--- src/rtl/tsld_pkg.sv ---
// ----------------------------------------------------------------------------
// tsld_pkg
// Shared types, constants and the bar pattern helper function of the
// tachometer shift-light display core.
// ----------------------------------------------------------------------------
package tsld_pkg;

	localparam int COUNT_W    = 8;
	localparam int DATA_W     = 8;
	localparam int QUO_W      = 16;
	localparam int BAR_W      = 10;
	localparam int FLAG_W     = 6;
	localparam int FRAME_BITS = 24;
	localparam int BIT_CNT_W  = 5;
	localparam int STEP_CNT_W = 4;
	localparam int PHASE_W    = 3;
	localparam int NUM_REGS   = 7;
	localparam int CFG_IDX_W  = 3;

	localparam logic [BAR_W-1:0]  BAR_ALL   = 10'h3ff;
	localparam logic [FLAG_W-1:0] FLAGS     = 6'b001111;
	localparam logic [QUO_W-1:0]  RATIO_TOP = 16'd256;
	localparam logic [QUO_W-1:0]  RATIO_R5  = 16'd200;
	localparam logic [QUO_W-1:0]  RATIO_R4  = 16'd150;
	localparam logic [QUO_W-1:0]  RATIO_R3  = 16'd100;
	localparam logic [QUO_W-1:0]  RATIO_R2  = 16'd50;
	localparam logic [COUNT_W-1:0] BLINK_MIN_COUNT = 8'd90;
	localparam logic [PHASE_W-1:0] PHASE_INVERT    = 3'd2;
	localparam logic [PHASE_W-1:0] PHASE_WRAP      = 3'd4;
	localparam logic [BIT_CNT_W-1:0] LAST_BIT_IDX  = BIT_CNT_W'(FRAME_BITS - 1);

	// Register indexes of the configuration port.
	localparam logic [CFG_IDX_W-1:0] REG_SPEED       = 3'd0;
	localparam logic [CFG_IDX_W-1:0] REG_GEAR_ONE    = 3'd1;
	localparam logic [CFG_IDX_W-1:0] REG_GEAR_TWO    = 3'd2;
	localparam logic [CFG_IDX_W-1:0] REG_GEAR_THREE  = 3'd3;
	localparam logic [CFG_IDX_W-1:0] REG_GEAR_FOUR   = 3'd4;
	localparam logic [CFG_IDX_W-1:0] REG_GEAR_FIVE   = 3'd5;
	localparam logic [CFG_IDX_W-1:0] REG_GEAR_SIX    = 3'd6;
	localparam logic [DATA_W-1:0]    SPEED_RESET     = 8'd40;

	typedef enum logic [2:0] {
		ST_IDLE = 3'b001,
		ST_DIV  = 3'b010,
		ST_SEND = 3'b100
	} state_t;

	typedef struct packed {
		logic                start;
		logic [QUO_W-1:0]    dividend;
		logic [COUNT_W-1:0]  divisor;
	} div_ctrl_t;

	typedef struct packed {
		logic             busy;
		logic             done;
		logic [QUO_W-1:0] quotient;
	} div_status_t;

	// Threshold ladder of the rpm bar: the highest threshold reached clears
	// its segment, all segments stay high below the lowest threshold.
	function automatic logic [BAR_W-1:0] bar_pattern(input logic [COUNT_W-1:0] v);
		logic [BAR_W-1:0] bar;
		bar = BAR_ALL;
		if (v >= 8'd130)      bar[9] = 1'b0;
		else if (v >= 8'd120) bar[8] = 1'b0;
		else if (v >= 8'd110) bar[7] = 1'b0;
		else if (v >= 8'd100) bar[6] = 1'b0;
		else if (v >= 8'd90)  bar[5] = 1'b0;
		else if (v >= 8'd80)  bar[4] = 1'b0;
		else if (v >= 8'd70)  bar[3] = 1'b0;
		else if (v >= 8'd60)  bar[2] = 1'b0;
		else if (v >= 8'd40)  bar[1] = 1'b0;
		else if (v >= 8'd20)  bar[0] = 1'b0;
		return bar;
	endfunction

endpackage

--- src/rtl/tacho_shift_light_display_core.sv ---
// ----------------------------------------------------------------------------
// tacho_shift_light_display_core
// Tachometer bar and shift-light display frame generator.
// ----------------------------------------------------------------------------
// Each input transaction on the s_ channel carries the pulse count of one
// tick period. The core builds a 24-bit display frame (gear code, six flag
// bits, ten active-low bar segments) and sends it MSB first as 24 output
// transactions on the m_ channel, one frame bit each; m_tlast marks the
// 24th bit. The gear ratio speed*256/count comes from a restoring divider
// that produces one quotient bit per cycle; the frame is loaded when the
// divider is done. A new count is taken only once the last frame bit has
// gone out and the core is back in idle, as s_tready is high only in idle.
// When the receiver holds m_tready low, the current bit simply waits in
// the frame register until it is accepted.
// Configuration writes (cfg_index 0 speed, 1..6 gear codes) are always
// ready and should only be issued while idle; indexes above 6 are dropped.
// Reset clears the shift-light phase and sets speed to 40, gear codes to 0.
// ----------------------------------------------------------------------------
module tacho_shift_light_display_core (
	input  logic                           clk,
	input  logic                           arst_n,
	input  logic                           s_tvalid,
	output logic                           s_tready,
	input  logic [7:0]                     s_tdata,    // [7:0] pulse_count
	output logic                           m_tvalid,
	input  logic                           m_tready,
	output logic [7:0]                     m_tdata,    // [0] serial_bit, [7:1] zero
	output logic                           m_tlast,    // last_bit
	input  logic                           cfg_valid,
	output logic                           cfg_ready,
	input  logic [tsld_pkg::CFG_IDX_W-1:0] cfg_index,
	input  logic [tsld_pkg::DATA_W-1:0]    cfg_data
);
	import tsld_pkg::*;

	state_t                    state_q;
	logic [DATA_W-1:0]         cfg_q [NUM_REGS];
	logic [COUNT_W-1:0]        count_q;
	logic [PHASE_W-1:0]        phase_q;
	logic [FRAME_BITS-1:0]     frame_q;
	logic [BIT_CNT_W-1:0]      bit_cnt_q;
	div_ctrl_t                 div_ctrl;
	div_status_t               div_status;
	logic                      in_fire;
	logic                      out_fire;
	logic                      zero;
	logic [CFG_IDX_W-1:0]      gear_sel;
	logic                      blink;
	logic [BAR_W-1:0]          bar;
	logic [PHASE_W-1:0]        phase_inc;
	logic [PHASE_W-1:0]        phase_next;

	assign cfg_ready = 1'b1;
	assign s_tready  = (state_q == ST_IDLE);
	assign m_tvalid  = (state_q == ST_SEND);
	assign m_tdata   = {7'b0, frame_q[FRAME_BITS-1]};
	assign m_tlast   = (bit_cnt_q == LAST_BIT_IDX);
	assign in_fire   = s_tvalid && s_tready;
	assign out_fire  = m_tvalid && m_tready;

	always_ff @(posedge clk or negedge arst_n) begin
		if (!arst_n) begin
			for (int i = 0; i < NUM_REGS; i++) cfg_q[i] <= '0;
			cfg_q[REG_SPEED] <= SPEED_RESET;
		end else if (cfg_valid && cfg_ready && cfg_index <= REG_GEAR_SIX) begin
			cfg_q[cfg_index] <= cfg_data;
		end
	end

	assign div_ctrl.start    = in_fire;
	assign div_ctrl.dividend = {cfg_q[REG_SPEED], 8'b0};
	assign div_ctrl.divisor  = s_tdata;

	tsld_div u_div (
		.clk    (clk),
		.arst_n (arst_n),
		.ctrl   (div_ctrl),
		.status (div_status)
	);

	// Frame assembly once the quotient is ready.
	always_comb begin
		zero = (count_q == '0);
		if (zero || div_status.quotient > RATIO_TOP)     gear_sel = REG_GEAR_SIX;
		else if (div_status.quotient > RATIO_R5)         gear_sel = REG_GEAR_FIVE;
		else if (div_status.quotient > RATIO_R4)         gear_sel = REG_GEAR_FOUR;
		else if (div_status.quotient > RATIO_R3)         gear_sel = REG_GEAR_THREE;
		else if (div_status.quotient > RATIO_R2)         gear_sel = REG_GEAR_TWO;
		else                                             gear_sel = REG_GEAR_ONE;

		blink     = (count_q > BLINK_MIN_COUNT) && !zero && (div_status.quotient < RATIO_R5);
		bar       = bar_pattern(count_q);
		phase_inc = phase_q + 1'b1;
		if (blink) begin
			if (phase_q > PHASE_INVERT) bar = ~bar;
			phase_next = (phase_inc > PHASE_WRAP) ? '0 : phase_inc;
		end else begin
			phase_next = '0;
		end
	end

	always_ff @(posedge clk or negedge arst_n) begin
		if (!arst_n) begin
			state_q   <= ST_IDLE;
			phase_q   <= '0;
			bit_cnt_q <= '0;
		end else begin
			unique case (state_q)
				ST_IDLE: begin
					if (in_fire) state_q <= ST_DIV;
				end
				ST_DIV: begin
					if (div_status.done) begin
						phase_q   <= phase_next;
						bit_cnt_q <= '0;
						state_q   <= ST_SEND;
					end
				end
				ST_SEND: begin
					if (out_fire) begin
						bit_cnt_q <= bit_cnt_q + 1'b1;
						if (m_tlast) state_q <= ST_IDLE;
					end
				end
				default: state_q <= ST_IDLE;
			endcase
		end
	end

	always_ff @(posedge clk) begin
		if (in_fire) count_q <= s_tdata;
		if (state_q == ST_DIV && div_status.done) begin
			frame_q <= {cfg_q[gear_sel], FLAGS, bar};
		end else if (out_fire) begin
			frame_q <= {frame_q[FRAME_BITS-2:0], 1'b0};
		end
	end

	a_ready_not_sending: assert property (@(posedge clk) disable iff (!arst_n)
		s_tready |-> !m_tvalid)
		else $error("input ready while a frame is being sent");

	a_accept_starts_div: assert property (@(posedge clk) disable iff (!arst_n)
		in_fire |=> (state_q == ST_DIV && div_status.busy))
		else $error("accepted count did not start the divider");

	a_last_returns_idle: assert property (@(posedge clk) disable iff (!arst_n)
		(out_fire && m_tlast) |=> s_tready)
		else $error("core not idle after the last frame bit");

	a_phase_range: assert property (@(posedge clk) disable iff (!arst_n)
		phase_q <= PHASE_WRAP)
		else $error("shift-light phase out of range");

	a_first_bit_count: assert property (@(posedge clk) disable iff (!arst_n)
		(state_q == ST_DIV && div_status.done) |=> (m_tvalid && bit_cnt_q == '0))
		else $error("frame did not start at its first bit");

endmodule

--- src/rtl/tsld_div.sv ---
// ----------------------------------------------------------------------------
// tsld_div
// Restoring divider, one quotient bit per cycle, 16 steps per division.
// ----------------------------------------------------------------------------
module tsld_div (
	input  logic                  clk,
	input  logic                  arst_n,
	input  tsld_pkg::div_ctrl_t   ctrl,
	output tsld_pkg::div_status_t status
);
	import tsld_pkg::*;

	logic [QUO_W-1:0]      quo_q;
	logic [COUNT_W-1:0]    rem_q;
	logic [COUNT_W-1:0]    divisor_q;
	logic [STEP_CNT_W-1:0] step_q;
	logic                  busy_q;
	logic                  done_q;
	logic [COUNT_W:0]      trial;
	logic                  fits;

	assign trial = {rem_q, quo_q[QUO_W-1]};
	assign fits  = (trial >= {1'b0, divisor_q});

	// A zero divisor always fits, so the quotient comes out all ones.
	always_ff @(posedge clk or negedge arst_n) begin
		if (!arst_n) begin
			busy_q <= 1'b0;
			done_q <= 1'b0;
			step_q <= '0;
		end else begin
			done_q <= 1'b0;
			if (ctrl.start) begin
				busy_q <= 1'b1;
				step_q <= '0;
			end else if (busy_q) begin
				step_q <= step_q + 1'b1;
				if (step_q == '1) begin
					busy_q <= 1'b0;
					done_q <= 1'b1;
				end
			end
		end
	end

	always_ff @(posedge clk) begin
		if (ctrl.start) begin
			quo_q     <= ctrl.dividend;
			rem_q     <= '0;
			divisor_q <= ctrl.divisor;
		end else if (busy_q) begin
			quo_q <= {quo_q[QUO_W-2:0], fits};
			if (fits) rem_q <= COUNT_W'(trial - {1'b0, divisor_q});
			else      rem_q <= trial[COUNT_W-1:0];
		end
	end

	assign status.busy     = busy_q;
	assign status.done     = done_q;
	assign status.quotient = quo_q;

	a_done_not_busy: assert property (@(posedge clk) disable iff (!arst_n)
		done_q |-> !busy_q)
		else $error("divider done while still busy");

	a_done_after_last: assert property (@(posedge clk) disable iff (!arst_n)
		(busy_q && !ctrl.start && step_q == '1) |=> done_q)
		else $error("divider missed its done pulse");

	a_start_busy: assert property (@(posedge clk) disable iff (!arst_n)
		ctrl.start |=> (busy_q && step_q == '0))
		else $error("divider did not start");

endmodule
--- config.mk ---
export PLATFORM = sky130hd
export DESIGN_NAME = tacho_shift_light_display_core
export DESIGN_NICKNAME = d
export VERILOG_FILES = /design/src/rtl/tsld_pkg.sv /design/src/rtl/tacho_shift_light_display_core.sv /design/src/rtl/tsld_div.sv
export SDC_FILE = /design/constraint.sdc
export NUM_CORES = 1
export LEC_CHECK = 0
export BUFFER_PORTS_ARGS = -buffer_cell sky130_fd_sc_hd__buf_2
export CORE_ASPECT_RATIO = 1.75
export CORE_MARGIN = 2
export CORE_UTILIZATION = 59
export CTS_BUF_LIST = sky130_fd_sc_hd__clkbuf_4 sky130_fd_sc_hd__clkbuf_8
export DETAILED_ROUTE_END_ITERATION = 10
export GPL_TIMING_DRIVEN = 0
export HOLD_SLACK_MARGIN = 0.06
export PLACE_DENSITY = 0.86
export SYNTH_ARGS = -nofsm -noshare
export SYNTH_HDL_FRONTEND = slang
export SYNTH_SLANG_ARGS = --single-unit
--- constraint.sdc ---
create_clock -name clk -period 5.28 [get_ports clk]
set_input_delay 0.528 -clock clk [delete_from_list [all_inputs] [get_ports clk]]
set_output_delay 0.528 -clock clk [all_outputs]
set_load 0.05 [all_outputs]
==> flow_summary.json <==
{
  "stdcell_count": 777,
  "io_pins": 36,
  "ys_seq_area_frac": 0.514,
  "die_w_um": 82.8,
  "synth_area_mm2": 0.00640,
  "synthArstFlopShare": 0.566,
  "skew_ps": 10.6,
  "cts_hold_buf": 0,
  "fmax_mhz": 326,
  "fin_crit_sh": 0.580,
  "viasPerCell": 6.03,
  "dr.pass1.iters": 7,
  "startpoint_type": "flop",
  "final_util": 0.666,
  "synth_cells": 583,
  "swShare": 0.364,
  "finalMaxSlewViolations": 0,
  "power_leakage_uw": 0.00293,
  "rr_worst_depth": 9,
  "dp_hpwl_um": 9950,
  "slowest_stage": "a311oi_1",
  "reg2reg_setup_slack_ps": 2220,
  "setup_tns_ps": 0,
  "clk_pin_slew_ps": 80,
  "timing.max_cap.violations": 0,
  "cts_tree": "built",
  "dp_cells": 744,
  "nNetsFinal": 673,
  "num_vias": 4683,
  "worstPathCellList": "clkbuf_1 > inv_1 > ha_1 > o2111ai_1 > a311oi_1 > or2_2 > clkbuf_1 > o21ai_0 > a211oi_1",
  "outcome": "complete, no violations",
  "fill_cells": 757,
  "synth_seq_cells": 129,
  "grt_max_degree": 74,
  "grt_pass1_vias": 4869,
  "internal_power_uw": 2100,
  "ys_warn_count": 0,
  "peakVddDrop_mv": 0.270,
  "area_delta_synth_final_pct": 10.6,
  "hold_path.class": "input pin to asynchronous set/reset pin",
  "final_layout_size_suffix_gt1_frac": 0.229,
  "port_buffers": 25,
  "rsz0062_at_grt": "no",
  "grt_pass1_wl_um": 22800,
  "syn_area_per_cell_um2": 11.0,
  "drc": 0,
  "synth_edf_count": 34,
  "setup_viol": 0,
  "power_density_mw_per_mm2": 465,
  "root_buffer": "clkbuf_8",
  "synth_flop_cell": "dfrtp_1",
  "routabilityCongestion": 0.896,
  "overflow": 0,
  "rows": 50,
  "post_cts_resized": 0,
  "r2r-start": "count_q[4]",
  "fp.dieH_um": 142,
  "seqPwrFrac": 0.440,
  "drt_iter0_markers": 356,
  "core-area_mm2": 0.0106,
  "p_comb_frac": 0.327,
  "worst_pin_slew_ps": 1360,
  "netSwitchingPower_uw": 1200,
  "cts.sinks": 129,
  "start_util": 0.602,
  "clk_path_buf_depth": 2,
  "crit_top_cell": "clkbuf_1",
  "antennaDiodeCount": 0,
  "arrival_ps": 3430,
  "pwr-share-clk": 0.233,
  "r2r_end": "u_div.rem_q[2]",
  "post_drt_wl_per_cell_um": 18.1,
  "crit_path_end_kind": "flop",
  "ys_types": 63,
  "cts_setup_buffers": 0,
  "routed_wl_um": 14100,
  "antenna_found_initial": 0,
  "hold_violations": 0,
  "dieArea_mm2": 0.0117,
  "max_stage_delay_ps": 590,
  "relSlewSlack": 0.0847,
  "ant_nets": 0,
  "cts_buffers": 17,
  "required_ps": 5650,
  "critPathMaxFanout": 10,
  "grtUsageTotal": 0.259,
  "worst_skew_pair.late_latency_ps": 460,
  "cts_max_level": 4,
  "crit_type": "flop to flop",
  "fin_crit_ps": 3060
}
## power by group through the flow
stage	logic (uW)	clock network, uW	registers, uW
after global routing	1190	811	1480
final	1080	766	1450
after floorplan	853	0	1400
after CTS	1080	768	1440
after detailed placement	1060	0	1460
after global placement	1020	0	1440
## worst max-delay path by stage
| stage | from | endpoint | slack [ps] | depth (start not counted) |
|---|---|---|---|---|
| floorplan | state_q[2] | frame_q[0] | 2120 | 5 |
| global placement | count_q[4] | u_div.rem_q[2] | 2460 | 9 |
| detailed placement | count_q[4] | u_div.rem_q[2] | 2310 | 9 |
| CTS | count_q[4] | u_div.rem_q[2] | 2260 | 9 |
| global route | count_q[4] | u_div.rem_q[2] | 1980 | 9 |
| finish | count_q[4] | u_div.rem_q[2] | 2220 | 9 |
## kinds of logic after synthesis
family / synth area share
fa+ha+maj: 0.0305
simple gates: 0.138
buf+inv: 0.0369
mux: 0.139
flops: 0.514
xor+xnor: 0.0150
compound gates: 0.126
other cells: 0.00117
## cell usage after synthesis, drive strengths merged, types with 2 or more instances
library cell | number | area, um^2
nand2 | 83 | 319
dfrtp | 70 | 1750
mux2 | 63 | 709
o21ai | 38 | 190
nor2 | 36 | 135
edfxtp | 34 | 1020
dfxtp | 22 | 440
clkbuf | 19 | 71.3
mux2i | 18 | 180
a21oi | 17 | 85.1
inv | 16 | 60.1
ha | 14 | 175
buf | 13 | 105
nor3 | 13 | 75.1
a211oi | 10 | 80.1
a211o | 9 | 78.8
nand3 | 9 | 45.0
o22ai | 9 | 100
a2bb2oi | 8 | 70.1
xor2 | 7 | 61.3
nand4 | 5 | 31.3
nor3b | 5 | 37.5
nor2b | 4 | 25.0
or3 | 4 | 25.0
xnor2 | 4 | 35.0
dfstp | 3 | 78.8
nand4b | 3 | 26.3
o21a | 3 | 22.5
o31ai | 3 | 22.5
or2 | 3 | 18.8
or4 | 3 | 30.0
a21o | 2 | 15.0
a311oi | 2 | 17.5
a31oi | 2 | 12.5
and2 | 2 | 12.5
and4 | 2 | 17.5
and4b | 2 | 20.0
conb | 2 | 7.51
nand2b | 2 | 12.5
nand3b | 2 | 15.0
nor4 | 2 | 12.5
o2111a | 2 | 22.5
o211ai | 2 | 15.0
## area by class of cell
cell class	instances	area [um^2]	share of cell area
timing repair buffer	26	133	0.0187
inverter	16	60.1	0.00848
clock buffer	19	249	0.0352
sequential	129	3290	0.465
tap	130	163	0.0230
clock inverter	13	106	0.0150
buffer	32	176	0.0249
multi-input combinational	412	2900	0.410
## state kept, by name (all words and copies together), names as in the netlist, 3 cells and up
name,count
cfg_q,56
frame_q,24
u_div.quo_q,16
count_q,8
u_div.rem_q,8
bit_cnt_q,5
u_div.step_q,4
phase_q,3
state_q,3
## per-layer routing
layer	GRT usage	routed length, um	vias to the layer above
li1	-	-	2205
met3	0.0483	546	48
met2	0.448	7510	147
met5	0	0	-
met4	0.165	665	0
met1	0.279	5340	2283
## critical path, delay by kind of cell (launching register included)
| kind | cells | cell delay [ps] |
|---|---|---|
| compound gates | 4 | 1230 |
| fa+ha+maj | 1 | 410 |
| buf+inv | 3 | 780 |
| flops | 1 | 330 |
| simple gates | 1 | 220 |
## metrics by stage
stage | hold WS, ps | worst slack (ps) | power [uW] | area (um^2)
after floorplan | 232 | 2120 | 2260 | 6430
after global placement | 448 | 2460 | 2460 | 6710
after detailed placement | 454 | 2310 | 2530 | 6720
after CTS | 223 | 2260 | 3290 | 7070
after global routing | 239 | 1980 | 3480 | 7080
final | 201 | 2220 | 3290 | 7080
## placed cells by master (no fill, tap or decap), drive strengths merged, types with 3 or more instances in the layout
master | synthesis | final
nand2 | 83 | 83
or3 | 4 | 4
dfrtp | 70 | 70
nor2 | 36 | 36
nor3 | 13 | 13
clkbuf | 19 | 39
mux2i | 18 | 18
o31ai | 3 | 3
mux2 | 63 | 63
clkinv | 0 | 6
a21oi | 17 | 17
ha | 14 | 14
a2bb2oi | 8 | 8
xnor2 | 4 | 4
o21a | 3 | 3
dfxtp | 22 | 22
conb | 2 | 8
nand3 | 9 | 9
nand4b | 3 | 3
o22ai | 9 | 9
a211o | 9 | 9
nand4 | 5 | 5
a211oi | 10 | 10
dfstp | 3 | 3
o21ai | 38 | 38
nor2b | 4 | 4
or4 | 3 | 3
clkinvlp | 0 | 3
nor3b | 5 | 5
or2 | 3 | 3
edfxtp | 34 | 34
buf | 13 | 38
inv | 16 | 20
xor2 | 7 | 7
Note: power is estimated with default switching activity, not from simulation.
